**src/rtl/pieq_pkg.sv**
```systemverilog
// pieq_pkg: shared types, codes and sizing for the pointer input event queue
// no dependencies; every rtl file but pieq_ram takes names from here by scope
`default_nettype none

package pieq_pkg;

    localparam int QUEUE_DEPTH = 16;
    localparam int IDX_W       = $clog2(QUEUE_DEPTH);
    localparam int OCC_W       = $clog2(QUEUE_DEPTH + 1);
    localparam int COORD_W     = 13;
    localparam int PADDR_W     = 3;
    localparam int PDATA_W     = 32;
    localparam int DROP_W      = 64;
    localparam int CNT_W       = 3;

    localparam logic [COORD_W-1:0] MAX_X_RESET = 13'd1023;
    localparam logic [COORD_W-1:0] MAX_Y_RESET = 13'd767;
    localparam logic [COORD_W-1:0] CUR_X_RESET = MAX_X_RESET / 2;
    localparam logic [COORD_W-1:0] CUR_Y_RESET = MAX_Y_RESET / 2;

    // register index, taken from paddr above the byte offset
    localparam logic [PADDR_W-3:0] REG_MAX_X = 1'd0;
    localparam logic [PADDR_W-3:0] REG_MAX_Y = 1'd1;

    localparam logic [1:0] OP_KEY   = 2'd0;
    localparam logic [1:0] OP_MOUSE = 2'd1;
    localparam logic [1:0] OP_POP   = 2'd2;

    localparam logic [1:0] STAT_OK    = 2'd0;
    localparam logic [1:0] STAT_DROP  = 2'd1;
    localparam logic [1:0] STAT_EMPTY = 2'd2;

    localparam logic [2:0] EV_KEY_DOWN = 3'd0;
    localparam logic [2:0] EV_KEY_UP   = 3'd1;
    localparam logic [2:0] EV_MOVE     = 3'd2;
    localparam logic [2:0] EV_BTN_DOWN = 3'd3;
    localparam logic [2:0] EV_BTN_UP   = 3'd4;
    localparam logic [2:0] EV_WHEEL    = 3'd5;

    // pending event bits, written lowest first
    localparam int MASK_W  = 6;
    localparam int B_MOVE  = 0;
    localparam int B_LEFT  = 1;
    localparam int B_RIGHT = 2;
    localparam int B_MID   = 3;
    localparam int B_WHEEL = 4;
    localparam int B_KEY   = 5;

    typedef struct packed {
        logic [1:0]         op;
        logic               key_pressed;
        logic [7:0]         key_code;
        logic [7:0]         key_char;
        logic [2:0]         modifiers;
        logic signed [15:0] delta_x;
        logic signed [15:0] delta_y;
        logic signed [7:0]  wheel;
        logic [2:0]         buttons_now;
        logic [2:0]         buttons_changed;
    } item_t;

    typedef struct packed {
        logic [2:0]         event_type;
        logic [7:0]         event_key;
        logic [7:0]         event_char;
        logic [COORD_W-1:0] pos_x;
        logic [COORD_W-1:0] pos_y;
        logic signed [15:0] move_x;
        logic signed [15:0] move_y;
        logic signed [7:0]  wheel_step;
        logic [2:0]         button_id;
        logic [2:0]         held_buttons;
        logic [2:0]         event_mods;
    } entry_t;

    localparam int ENTRY_W = $bits(entry_t);

    typedef struct packed {
        logic [COORD_W-1:0] nx;
        logic [COORD_W-1:0] ny;
        logic [MASK_W-1:0]  mask;
        logic [CNT_W-1:0]   count;
        logic               admit;
    } calc_t;

    typedef struct packed {
        entry_t            entry;
        logic [MASK_W-1:0] mask_next;
    } build_t;

endpackage

`default_nettype wire

```
**src/rtl/pointer_input_event_queue_unit.sv**
```systemverilog
// Pointer and keyboard event queue. Key items queue one event, mouse items
// move the clamped pointer and queue a batch of up to five events (move,
// left, right, middle, wheel) that is taken whole or dropped whole; pop items
// return the oldest event. One item is in work at a time; the sequencer steps
// from idle to calc, then writes once per queued event or reads once for a
// pop, then goes to done. A dropped item, an item with no event to queue, a
// pop of an empty queue or any other op goes from calc straight to done. The
// steps are set by the event memory, which takes one entry write per cycle and
// returns registered read data. A result waits in the m_ register stage while
// the next item is taken. Uses pieq_pkg, pieq_calc, pieq_build and pieq_ram.
`default_nettype none

module pointer_input_event_queue_unit (
    input  wire logic                             aclk,
    input  wire logic                             aresetn,

    input  wire logic                             psel,
    input  wire logic                             penable,
    input  wire logic                             pwrite,
    input  wire logic [pieq_pkg::PADDR_W-1:0]     paddr,
    input  wire logic [pieq_pkg::PDATA_W-1:0]     pwdata,
    output logic      [pieq_pkg::PDATA_W-1:0]     prdata,
    output logic                                  pready,

    input  wire logic                             s_valid,
    output logic                                  s_ready,
    input  wire logic [1:0]                       s_op,
    input  wire logic                             s_key_pressed,
    input  wire logic [7:0]                       s_key_code,
    input  wire logic [7:0]                       s_key_char,
    input  wire logic [2:0]                       s_modifiers,
    input  wire logic signed [15:0]               s_delta_x,
    input  wire logic signed [15:0]               s_delta_y,
    input  wire logic signed [7:0]                s_wheel,
    input  wire logic [2:0]                       s_buttons_now,
    input  wire logic [2:0]                       s_buttons_changed,

    output logic                                  m_valid,
    input  wire logic                             m_ready,
    output logic [1:0]                            m_status,
    output logic [2:0]                            m_event_type,
    output logic [7:0]                            m_event_key,
    output logic [7:0]                            m_event_char,
    output logic [pieq_pkg::COORD_W-1:0]          m_pos_x,
    output logic [pieq_pkg::COORD_W-1:0]          m_pos_y,
    output logic signed [15:0]                    m_move_x,
    output logic signed [15:0]                    m_move_y,
    output logic signed [7:0]                     m_wheel_step,
    output logic [2:0]                            m_button_id,
    output logic [2:0]                            m_held_buttons,
    output logic [2:0]                            m_event_mods
);

    typedef enum logic [4:0] {
        ST_IDLE  = 5'b00001,
        ST_CALC  = 5'b00010,
        ST_WRITE = 5'b00100,
        ST_READ  = 5'b01000,
        ST_DONE  = 5'b10000
    } state_t;

    state_t                           state_reg, state_next;
    pieq_pkg::item_t                  item_reg, item_next;
    logic [pieq_pkg::MASK_W-1:0]      mask_reg, mask_next;
    logic [pieq_pkg::IDX_W-1:0]       wr_idx_reg, wr_idx_next;
    logic [pieq_pkg::IDX_W-1:0]       rd_idx_reg, rd_idx_next;
    logic [pieq_pkg::OCC_W-1:0]       occ_reg, occ_next;
    logic [pieq_pkg::DROP_W-1:0]      drop_total_reg, drop_total_next;
    logic [pieq_pkg::COORD_W-1:0]     cursor_x_reg, cursor_x_next;
    logic [pieq_pkg::COORD_W-1:0]     cursor_y_reg, cursor_y_next;
    logic [2:0]                       last_buttons_reg, last_buttons_next;
    logic [pieq_pkg::COORD_W-1:0]     max_x_reg, max_x_next;
    logic [pieq_pkg::COORD_W-1:0]     max_y_reg, max_y_next;
    logic [1:0]                       res_status_reg, res_status_next;
    pieq_pkg::entry_t                 res_entry_reg, res_entry_next;
    logic                             m_valid_reg, m_valid_next;
    logic [1:0]                       m_status_reg, m_status_next;
    pieq_pkg::entry_t                 m_entry_reg, m_entry_next;

    pieq_pkg::calc_t                  calc;
    pieq_pkg::build_t                 build;
    logic                             ram_we;
    logic                             ram_re;
    logic [pieq_pkg::ENTRY_W-1:0]     ram_rdata;
    logic                             cfg_write;
    logic [pieq_pkg::PADDR_W-3:0]     cfg_idx;

    function automatic logic [pieq_pkg::IDX_W-1:0] idx_inc(
        input logic [pieq_pkg::IDX_W-1:0] idx
    );
        logic [pieq_pkg::IDX_W-1:0] r;
        if (idx == pieq_pkg::IDX_W'(pieq_pkg::QUEUE_DEPTH - 1)) begin
            r = '0;
        end else begin
            r = idx + pieq_pkg::IDX_W'(1);
        end
        return r;
    endfunction

    pieq_calc u_calc (
        .item     (item_reg),
        .cursor_x (cursor_x_reg),
        .cursor_y (cursor_y_reg),
        .max_x    (max_x_reg),
        .max_y    (max_y_reg),
        .occ      (occ_reg),
        .calc     (calc)
    );

    pieq_build u_build (
        .mask         (mask_reg),
        .item         (item_reg),
        .cursor_x     (cursor_x_reg),
        .cursor_y     (cursor_y_reg),
        .last_buttons (last_buttons_reg),
        .build        (build)
    );

    pieq_ram #(
        .WIDTH (pieq_pkg::ENTRY_W),
        .DEPTH (pieq_pkg::QUEUE_DEPTH)
    ) u_ram (
        .clk   (aclk),
        .we    (ram_we),
        .waddr (wr_idx_reg),
        .wdata (build.entry),
        .re    (ram_re),
        .raddr (rd_idx_reg),
        .rdata (ram_rdata)
    );

    // configuration port
    assign cfg_write = psel && penable && pwrite;
    assign cfg_idx   = paddr[pieq_pkg::PADDR_W-1:2];
    assign pready    = 1'b1;

    always_comb begin
        if (cfg_idx == pieq_pkg::REG_MAX_Y) begin
            prdata = {{(pieq_pkg::PDATA_W - pieq_pkg::COORD_W){1'b0}}, max_y_reg};
        end else begin
            prdata = {{(pieq_pkg::PDATA_W - pieq_pkg::COORD_W){1'b0}}, max_x_reg};
        end
    end

    always_comb begin
        max_x_next = max_x_reg;
        max_y_next = max_y_reg;
        if (cfg_write) begin
            if (cfg_idx == pieq_pkg::REG_MAX_X) begin
                max_x_next = pwdata[pieq_pkg::COORD_W-1:0];
            end else begin
                max_y_next = pwdata[pieq_pkg::COORD_W-1:0];
            end
        end
    end

    // item sequencer
    always_comb begin
        state_next        = state_reg;
        item_next         = item_reg;
        mask_next         = mask_reg;
        wr_idx_next       = wr_idx_reg;
        rd_idx_next       = rd_idx_reg;
        occ_next          = occ_reg;
        drop_total_next   = drop_total_reg;
        cursor_x_next     = cursor_x_reg;
        cursor_y_next     = cursor_y_reg;
        last_buttons_next = last_buttons_reg;
        res_status_next   = res_status_reg;
        res_entry_next    = res_entry_reg;
        m_valid_next      = m_valid_reg;
        m_status_next     = m_status_reg;
        m_entry_next      = m_entry_reg;
        ram_we            = 1'b0;
        ram_re            = 1'b0;

        if (m_valid_reg && m_ready) begin
            m_valid_next = 1'b0;
        end

        case (state_reg)
            ST_IDLE: begin
                if (s_valid) begin
                    item_next.op              = s_op;
                    item_next.key_pressed     = s_key_pressed;
                    item_next.key_code        = s_key_code;
                    item_next.key_char        = s_key_char;
                    item_next.modifiers       = s_modifiers;
                    item_next.delta_x         = s_delta_x;
                    item_next.delta_y         = s_delta_y;
                    item_next.wheel           = s_wheel;
                    item_next.buttons_now     = s_buttons_now;
                    item_next.buttons_changed = s_buttons_changed;
                    state_next                = ST_CALC;
                end
            end
            ST_CALC: begin
                res_entry_next  = '0;
                res_status_next = pieq_pkg::STAT_OK;
                state_next      = ST_DONE;
                case (item_reg.op)
                    pieq_pkg::OP_KEY, pieq_pkg::OP_MOUSE: begin
                        if (calc.admit) begin
                            mask_next = calc.mask;
                            if (item_reg.op == pieq_pkg::OP_MOUSE) begin
                                cursor_x_next     = calc.nx;
                                cursor_y_next     = calc.ny;
                                last_buttons_next = item_reg.buttons_now;
                            end
                            if (calc.mask != '0) begin
                                state_next = ST_WRITE;
                            end
                        end else begin
                            drop_total_next = drop_total_reg
                                            + pieq_pkg::DROP_W'(calc.count);
                            res_status_next = pieq_pkg::STAT_DROP;
                        end
                    end
                    pieq_pkg::OP_POP: begin
                        if (occ_reg == '0) begin
                            res_status_next = pieq_pkg::STAT_EMPTY;
                        end else begin
                            ram_re      = 1'b1;
                            rd_idx_next = idx_inc(rd_idx_reg);
                            occ_next    = occ_reg - pieq_pkg::OCC_W'(1);
                            state_next  = ST_READ;
                        end
                    end
                    default: begin
                        state_next = ST_DONE;
                    end
                endcase
            end
            ST_WRITE: begin
                ram_we      = 1'b1;
                wr_idx_next = idx_inc(wr_idx_reg);
                occ_next    = occ_reg + pieq_pkg::OCC_W'(1);
                mask_next   = build.mask_next;
                if (build.mask_next == '0) begin
                    state_next = ST_DONE;
                end
            end
            ST_READ: begin
                res_entry_next = pieq_pkg::entry_t'(ram_rdata);
                state_next     = ST_DONE;
            end
            ST_DONE: begin
                if (!m_valid_reg || m_ready) begin
                    m_valid_next  = 1'b1;
                    m_status_next = res_status_reg;
                    m_entry_next  = res_entry_reg;
                    state_next    = ST_IDLE;
                end
            end
            default: begin
                state_next = ST_IDLE;
            end
        endcase
    end

    always_ff @(posedge aclk) begin
        if (!aresetn) begin
            state_reg        <= ST_IDLE;
            mask_reg         <= '0;
            wr_idx_reg       <= '0;
            rd_idx_reg       <= '0;
            occ_reg          <= '0;
            drop_total_reg   <= '0;
            cursor_x_reg     <= pieq_pkg::CUR_X_RESET;
            cursor_y_reg     <= pieq_pkg::CUR_Y_RESET;
            last_buttons_reg <= '0;
            max_x_reg        <= pieq_pkg::MAX_X_RESET;
            max_y_reg        <= pieq_pkg::MAX_Y_RESET;
            m_valid_reg      <= 1'b0;
        end else begin
            state_reg        <= state_next;
            mask_reg         <= mask_next;
            wr_idx_reg       <= wr_idx_next;
            rd_idx_reg       <= rd_idx_next;
            occ_reg          <= occ_next;
            drop_total_reg   <= drop_total_next;
            cursor_x_reg     <= cursor_x_next;
            cursor_y_reg     <= cursor_y_next;
            last_buttons_reg <= last_buttons_next;
            max_x_reg        <= max_x_next;
            max_y_reg        <= max_y_next;
            m_valid_reg      <= m_valid_next;
        end
    end

    always_ff @(posedge aclk) begin
        item_reg       <= item_next;
        res_status_reg <= res_status_next;
        res_entry_reg  <= res_entry_next;
        m_status_reg   <= m_status_next;
        m_entry_reg    <= m_entry_next;
    end

    assign s_ready        = (state_reg == ST_IDLE);
    assign m_valid        = m_valid_reg;
    assign m_status       = m_status_reg;
    assign m_event_type   = m_entry_reg.event_type;
    assign m_event_key    = m_entry_reg.event_key;
    assign m_event_char   = m_entry_reg.event_char;
    assign m_pos_x        = m_entry_reg.pos_x;
    assign m_pos_y        = m_entry_reg.pos_y;
    assign m_move_x       = m_entry_reg.move_x;
    assign m_move_y       = m_entry_reg.move_y;
    assign m_wheel_step   = m_entry_reg.wheel_step;
    assign m_button_id    = m_entry_reg.button_id;
    assign m_held_buttons = m_entry_reg.held_buttons;
    assign m_event_mods   = m_entry_reg.event_mods;

endmodule

`default_nettype wire

```
**src/rtl/pieq_ram.sv**
```systemverilog
// pieq_ram: generic single-write, single-read synchronous memory
// registered read data; no package dependency
`default_nettype none

module pieq_ram #(
    parameter int WIDTH  = 8,
    parameter int DEPTH  = 16,
    parameter int ADDR_W = $clog2(DEPTH)
) (
    input  wire logic              clk,
    input  wire logic              we,
    input  wire logic [ADDR_W-1:0] waddr,
    input  wire logic [WIDTH-1:0]  wdata,
    input  wire logic              re,
    input  wire logic [ADDR_W-1:0] raddr,
    output logic      [WIDTH-1:0]  rdata
);

    logic [WIDTH-1:0] mem [DEPTH];
    logic [WIDTH-1:0] rdata_reg;

    always_ff @(posedge clk) begin
        if (we) begin
            mem[waddr] <= wdata;
        end
    end

    always_ff @(posedge clk) begin
        if (re) begin
            rdata_reg <= mem[raddr];
        end
    end

    assign rdata = rdata_reg;

endmodule

`default_nettype wire

```
**src/rtl/pieq_calc.sv**
```systemverilog
// pieq_calc: pointer clamp, event batch mask and free space check for one item
// depends on pieq_pkg
`default_nettype none

module pieq_calc (
    input  wire pieq_pkg::item_t                 item,
    input  wire logic [pieq_pkg::COORD_W-1:0]    cursor_x,
    input  wire logic [pieq_pkg::COORD_W-1:0]    cursor_y,
    input  wire logic [pieq_pkg::COORD_W-1:0]    max_x,
    input  wire logic [pieq_pkg::COORD_W-1:0]    max_y,
    input  wire logic [pieq_pkg::OCC_W-1:0]      occ,
    output pieq_pkg::calc_t                      calc
);

    logic signed [17:0]                  sum_x;
    logic signed [17:0]                  sum_y;
    logic [pieq_pkg::COORD_W-1:0]        nx;
    logic [pieq_pkg::COORD_W-1:0]        ny;
    logic                                moved;
    logic [pieq_pkg::MASK_W-1:0]         mask;
    logic [pieq_pkg::CNT_W-1:0]          count;
    logic [pieq_pkg::OCC_W-1:0]          free;

    always_comb begin
        sum_x = $signed({5'b00000, cursor_x})
              + $signed({{2{item.delta_x[15]}}, item.delta_x});
        sum_y = $signed({5'b00000, cursor_y})
              + $signed({{2{item.delta_y[15]}}, item.delta_y});

        if (sum_x[17]) begin
            nx = '0;
        end else if (sum_x > $signed({5'b00000, max_x})) begin
            nx = max_x;
        end else begin
            nx = sum_x[pieq_pkg::COORD_W-1:0];
        end

        if (sum_y[17]) begin
            ny = '0;
        end else if (sum_y > $signed({5'b00000, max_y})) begin
            ny = max_y;
        end else begin
            ny = sum_y[pieq_pkg::COORD_W-1:0];
        end

        moved = (nx != cursor_x) || (ny != cursor_y);

        mask = '0;
        case (item.op)
            pieq_pkg::OP_KEY: begin
                mask[pieq_pkg::B_KEY] = 1'b1;
            end
            pieq_pkg::OP_MOUSE: begin
                mask[pieq_pkg::B_MOVE]  = moved;
                mask[pieq_pkg::B_LEFT]  = item.buttons_changed[0];
                mask[pieq_pkg::B_RIGHT] = item.buttons_changed[1];
                mask[pieq_pkg::B_MID]   = item.buttons_changed[2];
                mask[pieq_pkg::B_WHEEL] = (item.wheel != 8'sd0);
            end
            default: begin
                mask = '0;
            end
        endcase

        count = pieq_pkg::CNT_W'($countones(mask));
        free  = pieq_pkg::OCC_W'(pieq_pkg::QUEUE_DEPTH) - occ;

        calc.nx    = nx;
        calc.ny    = ny;
        calc.mask  = mask;
        calc.count = count;
        calc.admit = (pieq_pkg::OCC_W'(count) <= free);
    end

endmodule

`default_nettype wire

```
**src/rtl/pieq_build.sv**
```systemverilog
// pieq_build: forms the queue entry for the lowest pending event bit
// depends on pieq_pkg
`default_nettype none

module pieq_build (
    input  wire logic [pieq_pkg::MASK_W-1:0]  mask,
    input  wire pieq_pkg::item_t              item,
    input  wire logic [pieq_pkg::COORD_W-1:0] cursor_x,
    input  wire logic [pieq_pkg::COORD_W-1:0] cursor_y,
    input  wire logic [2:0]                   last_buttons,
    output pieq_pkg::build_t                  build
);

    logic [pieq_pkg::MASK_W-1:0] lowest;
    pieq_pkg::entry_t            entry;

    always_comb begin
        lowest = mask & (~mask + pieq_pkg::MASK_W'(1));

        entry              = '0;
        entry.pos_x        = cursor_x;
        entry.pos_y        = cursor_y;
        entry.held_buttons = item.buttons_now;

        if (lowest[pieq_pkg::B_KEY]) begin
            entry.event_type   = item.key_pressed ? pieq_pkg::EV_KEY_DOWN
                                                  : pieq_pkg::EV_KEY_UP;
            entry.event_key    = item.key_code;
            entry.event_char   = item.key_char;
            entry.event_mods   = item.modifiers;
            entry.held_buttons = last_buttons;
        end else if (lowest[pieq_pkg::B_MOVE]) begin
            entry.event_type = pieq_pkg::EV_MOVE;
            entry.move_x     = item.delta_x;
            entry.move_y     = item.delta_y;
        end else if (lowest[pieq_pkg::B_LEFT]) begin
            entry.event_type = item.buttons_now[0] ? pieq_pkg::EV_BTN_DOWN
                                                   : pieq_pkg::EV_BTN_UP;
            entry.button_id  = 3'b001;
        end else if (lowest[pieq_pkg::B_RIGHT]) begin
            entry.event_type = item.buttons_now[1] ? pieq_pkg::EV_BTN_DOWN
                                                   : pieq_pkg::EV_BTN_UP;
            entry.button_id  = 3'b010;
        end else if (lowest[pieq_pkg::B_MID]) begin
            entry.event_type = item.buttons_now[2] ? pieq_pkg::EV_BTN_DOWN
                                                   : pieq_pkg::EV_BTN_UP;
            entry.button_id  = 3'b100;
        end else begin
            entry.event_type = pieq_pkg::EV_WHEEL;
            entry.wheel_step = item.wheel;
        end

        build.entry     = entry;
        build.mask_next = mask & ~lowest;
    end

endmodule

`default_nettype wire

```
**config.mk**
```make
export PLATFORM = sky130hd
export DESIGN_NAME = pointer_input_event_queue_unit
export DESIGN_NICKNAME = d
export VERILOG_FILES = /design/src/rtl/pieq_pkg.sv /design/src/rtl/pointer_input_event_queue_unit.sv /design/src/rtl/pieq_ram.sv /design/src/rtl/pieq_calc.sv /design/src/rtl/pieq_build.sv
export SDC_FILE = /design/constraint.sdc
export NUM_CORES = 2
export LEC_CHECK = 0
export ABC_CLOCK_PERIOD_IN_PS = 12400
export BUFFER_PORTS_ARGS = -buffer_cell sky130_fd_sc_hd__buf_2
export CAP_MARGIN = 0
export CORE_ASPECT_RATIO = 1.2
export CORE_UTILIZATION = 45
export CTS_CLUSTER_SIZE = 40
export DETAILED_ROUTE_END_ITERATION = 7
export PLACE_DENSITY = 0.62
export SYNTH_ARGS = -nofsm -noshare
export SYNTH_HDL_FRONTEND = slang
export SYNTH_HIERARCHICAL = 1
export SYNTH_SLANG_ARGS = --single-unit
```
**constraint.sdc**
```tcl
create_clock -name aclk -period 12.4 [get_ports aclk]
set_input_delay 1.24 -clock aclk [delete_from_list [all_inputs] [get_ports aclk]]
set_output_delay 1.24 -clock aclk [all_outputs]
set_load 0.02 [all_outputs]
```
==> results.md <==
* Run status: finished clean
* FMAX at ~96 MHz
* TritonRoute pass-1 iters at 5
* Pwr dens at 153 nW/um^2
* R2R cell count at 36
* Finished layout cell area at about 85000 sq um
* Main synth FF type: edfxtp_1
* DP Area at 78900 sq um
* Worst-margin pin slew at ~1.4 ns
* Max reg flops at approximately 1.5k
* Post-synth ARST share at 0
* R2r setup slk at around 1.9 ns
* Multi-input gate area at between 15000 and 20000 sq um
* WL/cell at ~28 um
* Critical Path AT at between 10 and 15 ns
* Clk_lat worst skew at roughly 0.87 ns
* Final cell count without fillers at between 6k and 7k
* HP Class: flip-flop to flip-flop
* Number of port buffers at between 150 and 200
* TritonCTS buffer count at 190
* Final worst slack at 1.94 ns
* Clock Tree Buf Depth at 3
* Die H at about 450 um
* GPL Wtd Cong at 0.847
* LEAKAGE at roughly 28 nW
* Die Wd at 376 um
* WL final at around 180000 um
* Cell variety after synth at just under 100
* CTS tree: done
* Clock Skews at 0.0535 ns
* Setup_tns at 0 ns
* CP peak stage delay at approximately 0.9 ns
* # setup viols final at 0
* FILL cells at 13.3k
* Area growth syn-to-layout at 12.5%
* HPWL after DPL at 98600 um
* Final Hold Vio Count at 0
* Total number of yosys warnings at 6
* Max-slew violation count at 0
* Num Clock Sinks at roughly 1.9k
* GR Util All Layers at 0.217
* Global route overflow at 0
* Largest net degree at the start of global routing at approximately 130
* Root Buffer Master: clkbuf_16
* Reg-to-Reg Start: cursor_y_reg[0]$_SDFFE_PN1P_
* Most frequent cells in the layout: 1858 x edfxtp_1, 376 x mux4_2, 282 x nand2_1, 199 x buf_2, 193 x a22oi_1
* Crit Path Max Fanout at 23
* Via density at between 5 and 6
* Full die area at 169000 sq um
* Layout cell share with drive strength beyond 1 at 0.230
* CORE AREA at ~170000 sq um
* Synth Area per Inst at 19.5 sq um
* Nets at roughly 4.3k
* CP Launch Type: flip-flop
* Worst reg2reg endpoint: cursor_x_reg[0]$_SDFFE_PN1P_
* Initial DRC count at between 3k and 4k
* Critical Path Most Common Cell: inv_1
* Req. time, crit path at approximately 13 ns
* Crit share post-route at 0.844
* Max cap viols at 0
* First-pass GRT wire length at about 260000 um
* Tmin final at around 10 ns
* CP max stage cell: and2_1
* DRC at 0
* Cts hold-fix bufs at 0
* Htree depth at 4
* Kind of critical path: flip-flop to flip-flop
* Cts repair resizes at 0
* WHS at ~0.41 ns
* Post-CTS setup repair buffer count at 0
* Num rows at approximately 160
* Top Ports at between 200 and 250
* Mapped Area at 75400 sq um
* Register area share after synthesis at 0.761
* Starting Density at 0.453
* Storage cell area at around 57000 sq um
* Commonest non-fill, non-tap cell in the layout: edfxtp_1
* Worst Hold End: m_pos_x[1]$_DFFE_PP_
* Pre-CTS WS at about 2 ns
* Placed insts at around 6k
* Total number of vias at 37.9k
* Antenna violations before repair at 8
* RSZ-0062 raised after global routing: false
* Post-route ant nets at 0
* Number of synthesized flops with an enable pin at approximately 1.9k
* Kind of end point of the critical path: flip-flop
* Yosys reg bits at roughly 1.9k
* Clk slew on worst S/H paths at about 0.07 ns
* Rel. slew slack at 0.0448
* Worst IR Drop VDD at 0.000138 V
* Vias in the first global route at 38.3k
* Hold Path Origin: res_entry_reg[63]$_SDFFCE_PN0P_
* Worst Hold Path Cells at 0
* Mapped Cells at between 3k and 4k
-- how the worst max path moves through the flow --
stage / from / to / slack [ns] / depth (start not counted)
5_1_grt: cursor_y_reg[0]$_SDFFE_PN1P_ / cursor_x_reg[0]$_SDFFE_PN1P_ / 1.25 / 36
6_report: cursor_y_reg[0]$_SDFFE_PN1P_ / cursor_x_reg[0]$_SDFFE_PN1P_ / 1.94 / 36
4_1_cts: cursor_y_reg[0]$_SDFFE_PN1P_ / cursor_x_reg[0]$_SDFFE_PN1P_ / 2.00 / 36
2_1_floorplan: state_reg[3]$_SDFFE_PN0P_ / u_ram/mem[0][0]$_DFFE_PP_ / 3.77 / 6
3_5_place_dp: cursor_y_reg[0]$_SDFFE_PN1P_ / cursor_x_reg[0]$_SDFFE_PN1P_ / 2.05 / 36
3_3_place_gp: cursor_y_reg[0]$_SDFFE_PN1P_ / cursor_x_reg[0]$_SDFFE_PN1P_ / 2.12 / 36
-- cells by family (layout without fill, tap and decap cells) --
kind of cell / Yosys count / count (layout) / synth area share
DFF: 1938 / 1938 / 0.761
and+or+nand+nor: 703 / 703 / 0.0461
AOI/OAI and AO/OA: 419 / 419 / 0.0413
muxes: 401 / 401 / 0.116
buffers and inverters: 307 / 702 / 0.0196
adders and majority gates: 68 / 68 / 0.0119
xor gates and xnor gates: 33 / 33 / 0.00393
other: 3 / 25 / 0.000149
-- routing by layer --
layer / part of all wire / track usage
met5: 0.00013 / 0
met4: 0.024 / 0.0638
met3: 0.067 / 0.0350
met2: 0.49 / 0.351
met1: 0.42 / 0.304
-- metrics by stage --
step           utilization  power, W
3_5_place_dp         0.474   0.00758
4_1_cts              0.510    0.0131
6_report             0.510    0.0130
5_1_grt              0.510    0.0133
2_1_floorplan            -   0.00747
3_3_place_gp         0.474   0.00758
-- cells in the mapped netlist, drive strengths merged, types with 15 or more instances --
| library cell | number | share of area |
|---|---|---|
| edfxtp | 1858 | 0.74 |
| mux4 | 376 | 0.11 |
| nand2 | 285 | 0.014 |
| a22oi | 193 | 0.019 |
| buf | 130 | 0.011 |
| and3 | 127 | 0.011 |
| clkbuf | 108 | 0.0054 |
| nor2 | 82 | 0.0043 |
| dfxtp | 80 | 0.021 |
| inv | 69 | 0.0034 |
| nand3 | 64 | 0.0043 |
| a21oi | 62 | 0.0043 |
| ha | 62 | 0.010 |
| and2 | 44 | 0.0036 |
| o21ai | 29 | 0.0021 |
| nor3 | 25 | 0.0017 |
| a21boi | 21 | 0.0021 |
| mux2 | 19 | 0.0030 |
| a211oi | 17 | 0.0019 |
| xnor2 | 17 | 0.0020 |
| xor2 | 16 | 0.0020 |
| a21o | 15 | 0.0015 |
-- critical path: cells and delay by family (launching register included) --
kind | cells | cell delay (ns)
AO/OA/AOI/OAI | 10 | 2.82
adder cells (fa/ha/maj) | 8 | 2.80
multiplexers | 1 | 0.50
XOR/XNOR | 1 | 0.32
buffers and inverters | 6 | 0.69
AND/OR/NAND/NOR | 10 | 2.55
flip-flops | 1 | 0.70
-- cell type report --
type,count,area share
inverters,69,0.00311
clock inverters,94,0.0103
clock buffers,263,0.0603
well taps,2241,0.0330
flip-flops and latches,1938,0.676
multi-input cells,1645,0.198
diodes,4,0.000118
repair buffers,276,0.0190
-- power by group --
group	switching (W)	total [W]	internal (W)
sequential	0.0000329	0.00716	0.00713
combinational	0.000192	0.000281	0.0000889
clock	0.00247	0.00552	0.00304
total	0.00270	0.0130	0.0103
Note: power is estimated with default switching activity, not from simulation.
